### src/hdl/lcc_pkg.sv
`timescale 1ns / 1ps
// ----------------------------------------------------------------------------
// lcc_pkg
// Shared types and constants of the collision counter: register indexes,
// field widths and the command/status bundles between controller and datapath.
// ----------------------------------------------------------------------------
package lcc_pkg;

  localparam int ID_W        = 16;
  localparam int CNT_CFG_W   = 7;
  localparam int TOTAL_W     = 17;
  localparam int CFG_AW      = 2;
  localparam int CFG_DW      = 17;
  localparam int OUT_TDATA_W = 40;

  localparam logic [CFG_AW-1:0] CFG_NUM_TABLES      = 2'd0;
  localparam logic [CFG_AW-1:0] CFG_COUNT_THRESHOLD = 2'd1;
  localparam logic [CFG_AW-1:0] CFG_CANDIDATE_LIMIT = 2'd2;

  localparam logic [CNT_CFG_W-1:0] NUM_TABLES_RST      = 7'd16;
  localparam logic [CNT_CFG_W-1:0] COUNT_THRESHOLD_RST = 7'd8;
  localparam logic [TOTAL_W-1:0]   CANDIDATE_LIMIT_RST = 17'd100;
  localparam logic [TOTAL_W-1:0]   TOTAL_MAX           = 17'h1FFFF;

  localparam logic KIND_CLEAR = 1'b0;

  typedef struct packed {
    logic ld_item;    // capture input beat, launch counter read
    logic clr_query;  // zero total and done flag
    logic sweep_wr;   // write zero at sweep address, advance sweep
    logic commit;     // write back counter if bumped, load result register
  } lcc_cmd_t;

  typedef struct packed {
    logic sweep_last;
    logic out_free;
  } lcc_sts_t;

endpackage

### src/hdl/lcc_ctrl.sv
`timescale 1ns / 1ps
// ----------------------------------------------------------------------------
// lcc_ctrl
// Sequencer: post-reset clear sweep, beat acceptance, per-query clear sweep
// and result commit.
// ----------------------------------------------------------------------------
module lcc_ctrl (
  input  logic               clk,
  input  logic               rst_n,
  input  logic               in_tvalid,
  input  logic               in_kind,
  output logic               in_tready,
  input  lcc_pkg::lcc_sts_t  sts,
  output lcc_pkg::lcc_cmd_t  cmd
);

  typedef enum logic [1:0] {
    S_INIT,
    S_IDLE,
    S_CLEAR,
    S_UPDATE
  } state_t;

  state_t state_r;
  logic   rdy_r;

  always_comb begin
    cmd.ld_item   = rdy_r && in_tvalid;
    cmd.clr_query = rdy_r && in_tvalid && (in_kind == lcc_pkg::KIND_CLEAR);
    cmd.sweep_wr  = (state_r == S_INIT) || (state_r == S_CLEAR);
    cmd.commit    = (state_r == S_UPDATE) && sts.out_free;
  end

  always_ff @(posedge clk) begin
    if (!rst_n) begin
      state_r <= S_INIT;
      rdy_r   <= 1'b0;
    end else begin
      case (state_r)
        S_INIT: begin
          if (sts.sweep_last) begin
            state_r <= S_IDLE;
            rdy_r   <= 1'b1;
          end
        end
        S_IDLE: begin
          if (in_tvalid) begin
            rdy_r   <= 1'b0;
            state_r <= (in_kind == lcc_pkg::KIND_CLEAR) ? S_CLEAR : S_UPDATE;
          end
        end
        S_CLEAR: begin
          if (sts.sweep_last) begin
            state_r <= S_UPDATE;
          end
        end
        S_UPDATE: begin
          if (sts.out_free) begin
            state_r <= S_IDLE;
            rdy_r   <= 1'b1;
          end
        end
        default: begin
          state_r <= S_INIT;
          rdy_r   <= 1'b0;
        end
      endcase
    end
  end

  assign in_tready = rdy_r;

endmodule
### config.mk
export PLATFORM = sky130hd
export DESIGN_NAME = lcc_ctrl
export DESIGN_NICKNAME = d
export VERILOG_FILES = /design/src/hdl/lcc_pkg.sv /design/src/hdl/lcc_ctrl.sv
export SDC_FILE = /design/constraint.sdc
export NUM_CORES = 1
export LEC_CHECK = 0
export ABC_AREA = 1
export BUFFER_PORTS_ARGS = -buffer_cell sky130_fd_sc_hd__clkbuf_2
export CORE_AREA = 2 2 39 41
export CTS_CLUSTER_DIAMETER = 30
export DETAILED_ROUTE_END_ITERATION = 10
export DIE_AREA = 0 0 41 43
export MAX_ROUTING_LAYER = met4
export PLACE_DENSITY = 0.38
export SLEW_MARGIN = 10
export SYNTH_ARGS = -nofsm -noshare
export SYNTH_HDL_FRONTEND = slang
export SYNTH_SLANG_ARGS = --single-unit
### constraint.sdc
create_clock -name clk -period 1.5 [get_ports clk]
set_input_delay 0.15 -clock clk [delete_from_list [all_inputs] [get_ports clk]]
set_output_delay 0.15 -clock clk [all_outputs]
set_load 0.03 [all_outputs]
==> results of run 1 <==
## kinds of logic after synthesis
kind of cell / count (synthesis) / synth area share (%)
AOI/OAI and AO/OA: 2 / 3.48
adders and majority gates: 5 / 21.7
DFF: 3 / 20.9
and+or+nand+nor: 25 / 38.3
buffers and inverters: 12 / 15.7
## registers in the layout, summed over array words and instances (netlist names)
name,count
in_tready,1
state_r,2
## per-layer routing
layer	part of all wire (%)	vias up	wire, um	track usage [%]
met3	6.6	2	35	3.14
met5	0	-	0	-
met4	3.2	0	17	6.00
met2	41	7	218	9.69
met1	49	115	261	9.90
li1	-	164	-	-
## cells in the mapped netlist
| master | number | area share (%) |
|---|---|---|
| a21oi_1 | 2 | 3.5 |
| dfxtp_1 | 3 | 21 |
| ha_1 | 5 | 22 |
| inv_1 | 10 | 13 |
| inv_2 | 2 | 2.6 |
| nand2_1 | 8 | 10 |
| nand2_2 | 4 | 8.7 |
| nand3_1 | 3 | 5.2 |
| nor2_1 | 9 | 12 |
| nor2_2 | 1 | 2.2 |
## worst max-delay path, stage by stage, from the launching register on
cell	delay [ns]
dfxtp_1	0.38
inv_1	0.10
ha_1	0.22
inv_1	0.09
nand2_2	0.06
clkbuf_2	0.18
## area by class of cell
type	instances	area, um^2
fillers	159	1000
multi-input cells	32	183
flip-flops and latches	3	60.1
repair buffers	10	50.0
inverters	12	45.0
clock buffers	4	26.3
well taps	16	20.0
## power by group through the flow
stage / sequential, W / clock, W / combinational (W)
floorplan: 0.000176 / 0 / 0.000350
global placement: 0.000157 / 0 / 0.000488
detailed placement: 0.000155 / 0 / 0.000480
CTS: 0.000154 / 0.000146 / 0.000481
global route: 0.000162 / 0.000157 / 0.000529
finish: 0.000153 / 0.000138 / 0.000471
## worst paths after layout
kind                   start         end  cells past startpoint
setup reg to reg  state_r[0]   in_tready                      6
hold reg to reg    in_tready   in_tready                      2
setup / recovery  state_r[0]      cmd[1]                      5
hold / removal         rst_n  state_r[0]                      3
## stage by stage
stage	total power, W	cells	utilization [%]	hold WS [ns]
final	0.000762	77	27.8	0.162
after global routing	0.000849	77	27.8	0.167
after CTS	0.000781	77	27.8	0.155
after detailed placement	0.000635	73	25.9	0.402
after global placement	0.000646	73	25.9	0.397
after floorplan	0.000525	47	-	0.271
==> out/qor.txt, run 1 <==
GRT Total Usage - 7.91%
setup ws final - 0.0905 ns
Unique masters post-synth - 10
pre-CTS setup slack - 0.250 ns
Final Slew Violations - 0
DRT Pass-1 Iters - 2
worst-margin pin slew - 0.191 ns
PD cells - 1980 mW/mm^2
post-synthesis sequential area ratio - 20.9%
CTS tree - yes
Mapped Cells - 47
initial antenna violation count - 0
Syn Std Cell Area - 288 um^2
clk buf depth - 2
final WL - 531 um
startpoint types - register
clock power share - 18.1%
CTS resizes - 0
DP Area - 358 um^2
clk root buf - clkbuf_4
IO Count - 11
kind of end point of the critical path - output port
static leakage - 0.244 nW
FP Rows - 14
CTS buffer count - 3
Reg power frac - 20.1%
sw frac - 49.8%
DP HPWL - 481 um
clock latency on the worst-skew pair - 0.23 ns
worst hold path class - in2reg
layout cell share with drive strength beyond 1 - 32.8%
RSZ-0062 raised after global routing - no
most frequent cells in the layout - inv_1 (10), clkbuf_2 (10), nor2_1 (9)
yosys warns - 0
vias in the first global route - 248
Final Cell Area - 384 um^2
DIE AREA - 0.00176 mm^2
CP Data Arrival Time - 1.26 ns
chip width - 41 um
Setup TNS - 0 ns
CORE AREA - 0.00138 mm^2
clock skew - 0.0000337 ns
Routed WL per cell - 6.90 um
Initial Util - 20.8%
Hold Violations, Final - 0
# Post-CTS Setup Buffers - 0
# hold bufs at CTS - 0
Int Power - 0.000383 W
Tcrit/Tclk final - 94.0%
Vias - 288
total global routing overflow - 0
Die Ht - 43 um
htree depth - 1
CTS clk-pin slew, worst paths - 0.03 ns
minimum clock period - 1.41 ns
RePlAce Congestion - 0.648
Slew HR - 87.2%
antenna-violating nets left - 0
Clock Sink Count - 3
post-synthesis register bit count - 3
Area Overhead vs Synth - 33.5%
pin count of the biggest net entering global routing - 6
Reg2Reg Setup Slack - 0.26 ns
# port buffers - 10
status - completed
first-pass GRT wire length - 890 um
Mapped Nets - 58
DR iter-0 viols - 3
vias per cell - 3.74
drt drc - 0
number of inserted diodes - 0
Critical Path RT - 1.35 ns
Avg Cell Area, Syn - 6.12 um^2
Fmax - 709 MHz
layout net count - 73
Setup Viol. Count Final - 0
Worst Path Max Fanout - 4
critical path class - reg2out
VDD IR-drop max - 0.606 mV
Gate power share - 61.8%
max_cap viols - 0
P_sw - 0.000379 W
(Power assumes the default switching activity.)
==> run 2: changes to the inputs <==
CELL_PAD_IN_SITES_DETAIL_PLACEMENT = 1   (was unset)
CELL_PAD_IN_SITES_GLOBAL_PLACEMENT = 2   (was unset)
CORE_AREA = 2 2 42 44   (was 2 2 39 41)
DIE_AREA = 0 0 44 46   (was 0 0 41 43)
GPL_TIMING_DRIVEN = 0   (was unset)
PLACE_DENSITY = 0.62   (was 0.38)
clock period = 1.25 ns   (was 1.5 ns; I/O delays follow)
==> out/qor.txt, run 2 (synthesis gave the netlist of run 1 again) <==
status - completed
vias per cell - 3.83
FP Rows - 15
DR iter-0 viols - 0
# Post-CTS Setup Buffers - 0
Hold Crit Depth - 3
Power, Total - 0.00107 W
Biggest register - state_r
Initial Util - 17.8%
Worst R2R Start - state_r[1]
Hold Violations, Final - 0
max_cap viols - 0
layout net count - 73
FF-to-FF End - in_tready
startpoint types - register
hold path startpoint - rst_n
Routed WL per cell - 8.38 um
DRT Pass-1 Iters - 1
clk buf depth - 2
Reg power frac - 20.3%
clock skew - 0.00306 ns
final non-filler cell total - 78
Hold Path Sink - state_r[0]
Gate power share - 64.1%
Tcrit/Tclk final - 96.1%
Fmax - 833 MHz
Die Ht - 46 um
number of inserted diodes - 0
final-layout fill cell count - 214
static leakage - 0.250 nW
chip width - 44 um
CORE AREA - 0.00161 mm^2
P_sw - 0.000512 W
# port buffers - 10
most frequent cells in the layout - nor2_1 (9), nand2_1 (8), clkbuf_2 (8)
sw frac - 48.0%
critical path class - reg2out
clock power share - 15.7%
DIE AREA - 0.00202 mm^2
Inst Count DP - 74
clock latency on the worst-skew pair - 0.23 ns
final WL - 654 um
clk root buf - clkbuf_4
first-pass GRT wire length - 1.08 mm
Int Power - 0.000554 W
FF+latch area - 67.6 um^2
CP Data Arrival Time - 1.08 ns
RSZ-0062 raised after global routing - yes
htree depth - 1
vias in the first global route - 274
GRT Total Usage - 7.86%
Clock Sink Count - 3
worst hold path class - in2reg
initial antenna violation count - 0
CTS tree - yes
antenna-violating nets left - 0
DP HPWL - 547 um
RePlAce Congestion - 0.695
Largest register FFs - 2
CTS clk-pin slew, worst paths - 0.04 ns
drt drc - 0
Reg2Reg Setup Slack - 0.08 ns
most common cell after layout, fill and taps aside - nor2_1
kind of end point of the critical path - output port
pin count of the biggest net entering global routing - 6
Vias - 299
Final Slew Violations - 0
layout cell share with drive strength beyond 1 - 44.3%
Slew HR - 86.5%
PD cells - 2480 mW/mm^2
area occupied by multi-input gates - 208 um^2
Worst Path Max Fanout - 5
worst-margin pin slew - 0.203 ns
Setup Viol. Count Final - 0
Reg2Reg Depth - 8
Critical Path RT - 1.12 ns
minimum clock period - 1.20 ns
CTS buffer count - 3
VDD IR-drop max - 0.734 mV
total global routing overflow - 0
IO Count - 11
Area Overhead vs Synth - 49.6%
[run 2: area by class of cell]
| type | count | share of cell area, % |
|---|---|---|
| Multi-Input combinational cell | 32 | 48.3 |
| Sequential cell | 3 | 15.7 |
| Timing Repair Buffer | 10 | 14.0 |
| Inverter | 12 | 11.0 |
| Clock buffer | 4 | 6.10 |
| Tap cell | 17 | 4.94 |
[run 2: metrics by stage]
stage                     utilization, %  setup WS (ns)  setup TNS [ns]  hold slack [ns]  instance area (um^2)
after floorplan                        -         0.0612               0            0.246                   288
after global placement              22.2        -0.0363         -0.0381            0.374                   359
after detailed placement            22.2        -0.0370         -0.0370            0.379                   359
after CTS                           26.3         0.0208               0            0.124                   424
after global routing                26.7       -0.00841        -0.00946            0.142                   430
final                               26.7         0.0492               0            0.126                   430
[run 2: per-layer routing]
metal | up-vias | part of all wire [%] | track usage [%] | wire length, um
met5 | - | 0 | - | 0
met4 | 0 | 0 | 5.45 | 0
met3 | 0 | 4.3 | 2.38 | 28
met2 | 6 | 47 | 10.0 | 306
met1 | 130 | 49 | 10.3 | 319
li1 | 163 | - | - | -
[run 2: worst max-delay path, cell delays in order, from the launching register on]
cell     delay, ns
dfxtp_4       0.37
inv_2         0.06
ha_4          0.16
inv_2         0.04
nand2_2       0.07
buf_8         0.14
[run 2: power groups by stage]
stage / combinational [W] / sequential [W] / clock (W)
after detailed placement: 0.000583 / 0.000187 / 0
final: 0.000683 / 0.000216 / 0.000167
after global placement: 0.000585 / 0.000186 / 0
after CTS: 0.000676 / 0.000205 / 0.000177
after floorplan: 0.000420 / 0.000211 / 0
after global routing: 0.000772 / 0.000228 / 0.000190
[run 2: worst max-delay path by stage]
stage | from | to | cells after the start
5_1_grt | state_r[1] | cmd[1] | 5
3_3_place_gp | state_r[1] | in_tready | 6
6_report | state_r[1] | cmd[1] | 5
4_1_cts | state_r[0] | cmd[1] | 5
3_5_place_dp | state_r[1] | in_tready | 6
2_1_floorplan | state_r[0] | state_r[0] | 8
[run 2: timing repair]
item,CTS,global route
pin swaps,1,0
hold buffers,0,0
resized for setup,12,4
hold endpoints to repair,0,0
endpoints found under the setup margin,3,3
